$ cat src/design/bitmask_sprite_collision_top_defines.svh
// assertion macros for the bitmask sprite collision block
// used by bsc_ctrl and bsc_datapath; no other dependencies
`ifndef BITMASK_SPRITE_COLLISION_TOP_DEFINES_SVH
`define BITMASK_SPRITE_COLLISION_TOP_DEFINES_SVH

`ifndef SYNTHESIS

// same-cycle implication, checked outside reset
`define BSC_ASSERT_IMPLIES(label, clk, rstn, cond, prop) \
    label: assert property (@(posedge clk) disable iff (!rstn) (cond) |-> (prop)) \
        else $error("bsc assertion failed");

// next-cycle implication, checked outside reset
`define BSC_ASSERT_NEXT(label, clk, rstn, cond, prop) \
    label: assert property (@(posedge clk) disable iff (!rstn) (cond) |=> (prop)) \
        else $error("bsc assertion failed");

`else

`define BSC_ASSERT_IMPLIES(label, clk, rstn, cond, prop)
`define BSC_ASSERT_NEXT(label, clk, rstn, cond, prop)

`endif

`endif

$ cat src/design/bsc_pkg.sv
// shared constants, codes and controller/datapath interface types
// for the bitmask sprite collision block; no dependencies
`default_nettype none

package bsc_pkg;

    localparam int unsigned DefMaxWidth    = 64;
    localparam int unsigned DefMaxHeight   = 64;
    localparam int unsigned DefWordsPerRow = 3;

    localparam int unsigned WordW    = 32;
    localparam int unsigned PosW     = 16;
    localparam int unsigned OffW     = 10;
    localparam int unsigned SizeW    = 7;
    localparam int unsigned LoadRowW = 6;
    localparam int unsigned LoadIdxW = 2;
    localparam int unsigned CfgIdxW  = 3;
    localparam int unsigned CfgDataW = 16;
    // screen coordinate plus offset plus size, signed
    localparam int unsigned CoordW   = 18;

    localparam logic KindLoad = 1'b0;
    localparam logic KindTest = 1'b1;
    localparam logic SelMaskA = 1'b0;
    localparam logic SelMaskB = 1'b1;

    typedef enum logic [CfgIdxW-1:0] {
        CFG_OFFSET_A_X = 3'd0,
        CFG_OFFSET_A_Y = 3'd1,
        CFG_WIDTH_A    = 3'd2,
        CFG_HEIGHT_A   = 3'd3,
        CFG_OFFSET_B_X = 3'd4,
        CFG_OFFSET_B_Y = 3'd5,
        CFG_WIDTH_B    = 3'd6,
        CFG_HEIGHT_B   = 3'd7
    } cfg_idx_t;

    typedef struct packed {
        logic load;     // write one mask word
        logic capture;  // latch test positions
        logic bounds;   // form rectangles
        logic clip;     // intersect rectangles
        logic size;     // overlap size and start offsets, clear walk state
        logic issue;    // read next overlap row
    } bsc_cmd_t;

    typedef struct packed {
        logic empty;     // no overlap to walk
        logic last_row;  // next issued row is the last one
        logic hit;       // a common set pixel was found
        logic busy;      // a row read is still in flight
    } bsc_status_t;

endpackage

`default_nettype wire

$ cat src/design/bsc_ctrl.sv
// controller: sequences loads and tests, owns the result register
// depends on bsc_pkg and the assertion macro header
`default_nettype none
`include "bitmask_sprite_collision_top_defines.svh"

module bsc_ctrl import bsc_pkg::*; (
    input  logic        aclk,
    input  logic        aresetn,
    input  logic        s_valid,
    output logic        s_ready,
    input  logic        s_kind,
    output logic        m_valid,
    input  logic        m_ready,
    output logic        m_hit,
    output bsc_cmd_t    cmd,
    input  bsc_status_t status
);

    typedef enum logic [2:0] {
        ST_IDLE,
        ST_BOUNDS,
        ST_CLIP,
        ST_SIZE,
        ST_WALK,
        ST_DRAIN,
        ST_DONE
    } state_t;

    state_t state_reg, state_next;
    logic   m_valid_reg, m_valid_next;
    logic   m_hit_reg, m_hit_next;
    logic   in_fire;
    logic   out_free;

    assign s_ready  = (state_reg == ST_IDLE);
    assign in_fire  = s_valid && s_ready;
    assign out_free = !m_valid_reg || m_ready;

    always_comb begin
        state_next   = state_reg;
        m_valid_next = m_valid_reg && !m_ready;
        m_hit_next   = m_hit_reg;
        cmd          = '0;
        unique case (state_reg)
            ST_IDLE: begin
                if (in_fire) begin
                    if (s_kind == KindTest) begin
                        cmd.capture = 1'b1;
                        state_next  = ST_BOUNDS;
                    end else begin
                        cmd.load = 1'b1;
                    end
                end
            end
            ST_BOUNDS: begin
                cmd.bounds = 1'b1;
                state_next = ST_CLIP;
            end
            ST_CLIP: begin
                cmd.clip   = 1'b1;
                state_next = ST_SIZE;
            end
            ST_SIZE: begin
                cmd.size   = 1'b1;
                state_next = ST_WALK;
            end
            ST_WALK: begin
                priority if (status.empty || status.hit) begin
                    state_next = ST_DONE;
                end else begin
                    cmd.issue = 1'b1;
                    if (status.last_row) begin
                        state_next = ST_DRAIN;
                    end
                end
            end
            ST_DRAIN: begin
                if (status.hit || !status.busy) begin
                    state_next = ST_DONE;
                end
            end
            ST_DONE: begin
                if (out_free) begin
                    m_valid_next = 1'b1;
                    m_hit_next   = status.hit;
                    state_next   = ST_IDLE;
                end
            end
            default: state_next = ST_IDLE;
        endcase
    end

    always_ff @(posedge aclk) begin
        if (!aresetn) begin
            state_reg   <= ST_IDLE;
            m_valid_reg <= 1'b0;
            m_hit_reg   <= 1'b0;
        end else begin
            state_reg   <= state_next;
            m_valid_reg <= m_valid_next;
            m_hit_reg   <= m_hit_next;
        end
    end

    assign m_valid = m_valid_reg;
    assign m_hit   = m_hit_reg;

    `BSC_ASSERT_NEXT(a_test_blocks_input, aclk, aresetn, in_fire && (s_kind == KindTest), !s_ready)
    `BSC_ASSERT_NEXT(a_load_no_result, aclk, aresetn, in_fire && (s_kind == KindLoad) && !m_valid_reg, !m_valid_reg)
    `BSC_ASSERT_IMPLIES(a_no_walk_when_empty, aclk, aresetn, cmd.issue, !status.empty && !status.hit)

endmodule

`default_nettype wire

$ cat config.mk
export PLATFORM = sky130hd
export DESIGN_NAME = bsc_ctrl
export DESIGN_NICKNAME = d
export VERILOG_FILES = /design/src/design/bsc_pkg.sv /design/src/design/bsc_ctrl.sv
export VERILOG_INCLUDE_DIRS = /design/src /design/src/design
export SDC_FILE = /design/constraint.sdc
export NUM_CORES = 1
export LEC_CHECK = 0
export BUFFER_PORTS_ARGS = -buffer_cell sky130_fd_sc_hd__buf_2
export CORE_AREA = 10 10 47 49
export CTS_CLUSTER_SIZE = 24
export DETAILED_ROUTE_END_ITERATION = 8
export DIE_AREA = 0 0 57 59
export GPL_ROUTABILITY_DRIVEN = 1
export GPL_TIMING_DRIVEN = 1
export PLACE_DENSITY = 0.5
export SLEW_MARGIN = 20
export SYNTH_ARGS = -nofsm -noshare
export SYNTH_HDL_FRONTEND = slang
export SYNTH_SLANG_ARGS = --single-unit
$ cat constraint.sdc
create_clock -name aclk -period 1.33 [get_ports aclk]
set_input_delay 0.1995 -clock aclk [delete_from_list [all_inputs] [get_ports aclk]]
set_output_delay 0.1995 -clock aclk [all_outputs]
set_load 0.005 [all_outputs]
# Word level (Yosys, flattened, before mapping)
# Index checks and enable logic that the tools add are counted.
classes:
  eq_ne: 11
  mux: 18
  n_reduce_logical: 11
op_table:
  columns: ["op", "n"]
  rows:
  - ["3-bit one-hot mux with 7 select lines", 1]
  - ["3-bit 2-to-1 mux", 6]
  - ["3-bit == test (second input constant)", 3]
  - ["1-bit 2-to-1 mux", 9]
  - ["3-bit by 2-bit == test with 1-bit output (second input constant)", 2]
  - ["5-bit AND reduction", 1]
  - ["2-bit 2-to-1 mux", 2]
  - ["2-bit by 1-bit inequality test with 1-bit output (second input constant)", 2]
  - ["2-bit inequality test (second input constant)", 2]
  - ["3-bit by 1-bit == test with 1-bit output (second input constant)", 1]
  - ["1-bit zero test", 3]
  - ["3-bit zero test", 1]
  - ["1-bit logical OR", 3]
  - ["3-bit inequality test (second input constant)", 1]
  - ["1-bit logical AND", 2]
  - ["2-bit AND reduction", 1]
word_totals:
  reg_bits: 5
  output_inout_bits: 9
  elab_cells: 43

# Logic depth before layout (Yosys ltp)
logic_depth:
  word_depth: 4
  ltp_mapped: 5
  depth_no_buf: 4

# Worst setup path before layout
# OpenSTA, ideal clock, no wires.
synth_timing:
  path_type: "reg-to-reg"
  from: "register state_reg[0]"
  to: "register state_reg[0]"
  arrival_ns: 1.395
  slack_ns: -0.135
  path_stages_with_launch: 6
  n_path_buf: 1
  cell_sequence: "dfxtp_1 buf_6 or3_4 a2111oi_4 o21ai_0 a21oi_1"
synth_via:
  elab_chain_cells: 4
  elab_cells_between_ends: 15
  classes_between: "eq/ne: 11; mux: 1; reduce/logical: 3"
synth_rtl:
  columns: ["item", "line", "text"]
  rows:
  - ["start: declaration", "bsc_ctrl.sv:29", "state_t state_reg, state_next;"]
  - ["start signal: assignment", "bsc_ctrl.sv:99", "state_reg <= state_next;"]
  - ["3-bit zero test", "bsc_ctrl.sv:35, bsc_ctrl.sv:44", null]
  - ["1-bit logical AND", "bsc_ctrl.sv:36", "assign in_fire = s_valid && s_ready;"]
  - ["2-bit by 1-bit inequality test with 1-bit output (no source line)", null, null]
  - ["5-bit AND reduction (no source line)", null, null]
# Several ways; a longest one is shown, not always the timed one.
# A chain may end at the register's enable or synchronous reset.

# Worst setup path after layout
layout_timing:
  from: "register state_reg[1]"
  to: "register state_reg[1]"
# The elaborated chain is that of the path after synthesis.

==> impl_results.md <==
- Status: finished, violations left
- Failing checks: negative setup slack
- Yosys cell types: 24
- Via/cell ratio: 4.75
- Worst-margin pin slew: ~360 ps
- Initial core utilization: approximately 24%
- Die Y: between 50 and 60 µm
- Ports: 18
- Max_cap viols: 0
- H-tree depth: 1
- Max_slew headroom: ~76%
- Yosys Warn Count: 0
- Critical path startpoint category: register
- Die ar.: roughly 0.0034 mm²
- Vias: around 440
- Layout Skew: 3.76 ps
- Inst Count DP: between 80 and 90
- Worst-skew pair later-pin latency: 250 ps
- CTS sink cnt: 5
- Antenna-violating nets left: 0
- Core area: 0.00140 mm²
- Total Routing Usage GR: a little over 7%
- Post-Synthesis Cells: between 40 and 50
- Post-layout util: between 40% and 50%
- WL/cell: approximately 14 µm
- RSZ-0062 raised after global routing: yes
- CTS Root Cell: clkbuf_4
- # rows: 14
- Avg Cell Area, Syn: between 8 and 9 µm²
- Initial DRC count: 9
- Hold slack: around 180 ps
- DRC viols: 0
- CTS tree: built
- CTS Buf Count: 3
- First-pass GRT wire length: roughly 1900 µm
- Final nets: 86
- Max FFs per register: 3
- Power per Cell Area: ~1600 mW/mm²
- Synthesis-stage register bit count: 5
- Part of the cycle the worst path needs: 120%
- Peak VDD IR: 0.683 mV
- Port Buf Inserts: 17
- Largest net degree at the start of global routing: 5
- Crit end category: register
- Layout cells sized above 1: a little under three quarters
- Cell Area, Synth: ~340 µm²
- Syn_nets: 50
- Critical path peak fanout: 3
- Post-DP HPWL: about 840 µm
- CP arrival: ~1800 ps
- Max-slew violation count: 0
- Reg clk slew, reported paths: roughly 50 ps
- Vias in the first global route: ~470
- Required time worst endpoint: 1510 ps
- Area of the multi-input gates: ~270 µm²
- Register area: ~110 µm²
- CTS Hold Bufs: 0
- Final wirelength: about 1200 µm
- Setup Viol. Count Final: 8
- Hold Vio Cnt, Final: 0
- First-pass DRT Iterations: 4
- Clk buf depth: 2
- Tmin final: between 1500 and 2000 ps
- Crit path kind: reg2reg
- Fillers: 141
- Area Growth Syn to Fin: 94.9%
- Gr ovfl total: 0
- HP Class: in2reg
- P_leak: 0.314 nW
- Initial antenna violation count: 0
- FMAX: roughly 630 MHz
- Setup ws final: -267 ps
- Ant diodes: 0
- Sequential share of the synthesized area: between 20% and 30%
- RePlAce Congestion: 0.749
- Final std cells w/o fill: 92
- Die Wd: 57 µm
cell usage in the layout, fill, tap and decap left out, types with 2 or more instances in the layout:
cell	instances
buf_4	11
clkbuf_4	3
dfxtp_1	2
nand2_1	3
a21oi_1	2
dfxtp_2	2
buf_6	7
or3_4	2
a21oi_2	2
nor2_1	5
buf_2	15
final timing paths:
path / start / to / slack (ps) / cells after the start
setup reg to reg: state_reg[1] / state_reg[1] / -270 / 5
hold reg to reg: m_hit / m_hit / 490 / 2
setup / recovery: state_reg[1] / state_reg[1] / -270 / 5
hold / removal: aresetn / state_reg[2] / 180 / 2
layout make-up:
cell class | instances | share of cell area, %
inverters | 2 | 1.50
flip-flops and latches | 5 | 15.9
well taps | 16 | 3.00
multi-input cells | 32 | 40.3
clock buffers | 4 | 3.93
repair buffers | 33 | 35.4
power by group:
group,internal (mW),switching [mW],total [mW]
clock network,0.114,0.0707,0.185
logic,0.408,0.289,0.697
registers,0.184,0.0255,0.209
routing by layer:
metal  up-vias  global-route usage, %  routed length, µm
li1        216                      -                  -
met1       206                   7.02                513
met2        11                   12.1                661
met3         4                   2.79                 43
met4         0                   6.04                 24
met5         -                      0                  0
metrics by stage:
step	setup WS, ps	total power [mW]	area, µm²	TNS, ps
global placement	-108	0.613	505	-195
floorplan	-124	0.435	344	-216
detailed placement	-120	0.610	505	-231
finish	-267	1.09	668	-1080
global route	-298	1.16	668	-1630
CTS	-230	0.904	608	-1200
worst max-delay path, stage by stage (launching register included):
cell,delay (ps)
dfxtp_4,340
buf_6,120
and3b_4,170
a22o_1,260
or4_4,490
a21oi_2,150
cell usage after synthesis, drive strengths merged:
library cell | n | area share, %
or4 | 1 | 2.2
inv | 2 | 2.2
buf | 2 | 5.5
o21ai | 2 | 2.9
and2 | 1 | 1.8
a22oi | 1 | 2.2
mux2i | 1 | 2.9
o21a | 1 | 2.2
nor3b | 1 | 2.2
or3 | 2 | 5.1
nand2 | 3 | 3.3
and3 | 2 | 4.0
nand3b | 1 | 2.2
a2111oi | 1 | 8.0
a22o | 1 | 2.6
nor2b | 2 | 3.6
and3b | 1 | 3.6
nor2 | 5 | 5.5
a21oi | 4 | 5.8
nor3 | 2 | 2.9
dfxtp | 5 | 29
what timing repair did:
| item | 4_1_cts | 5_1_grt |
|---|---|---|
| pin swaps | 5 | 7 |
| hold endpoints to repair | 0 | 0 |
| gates resized for setup | 16 | 9 |
| buffers inserted | 3 | 4 |
| setup endpoints to repair | 7 | 11 |
cell families (layout without fill, tap and decap cells):
kind of cell	Yosys count	after routing	synth area share, %
flip-flops	5	5	29.2
buffers and inverters	4	39	7.67
AO/OA/AOI/OAI	10	10	23.7
AND/OR/NAND/NOR	21	21	36.5
multiplexers	1	1	2.92
Note: power is estimated with default switching activity, not from simulation.
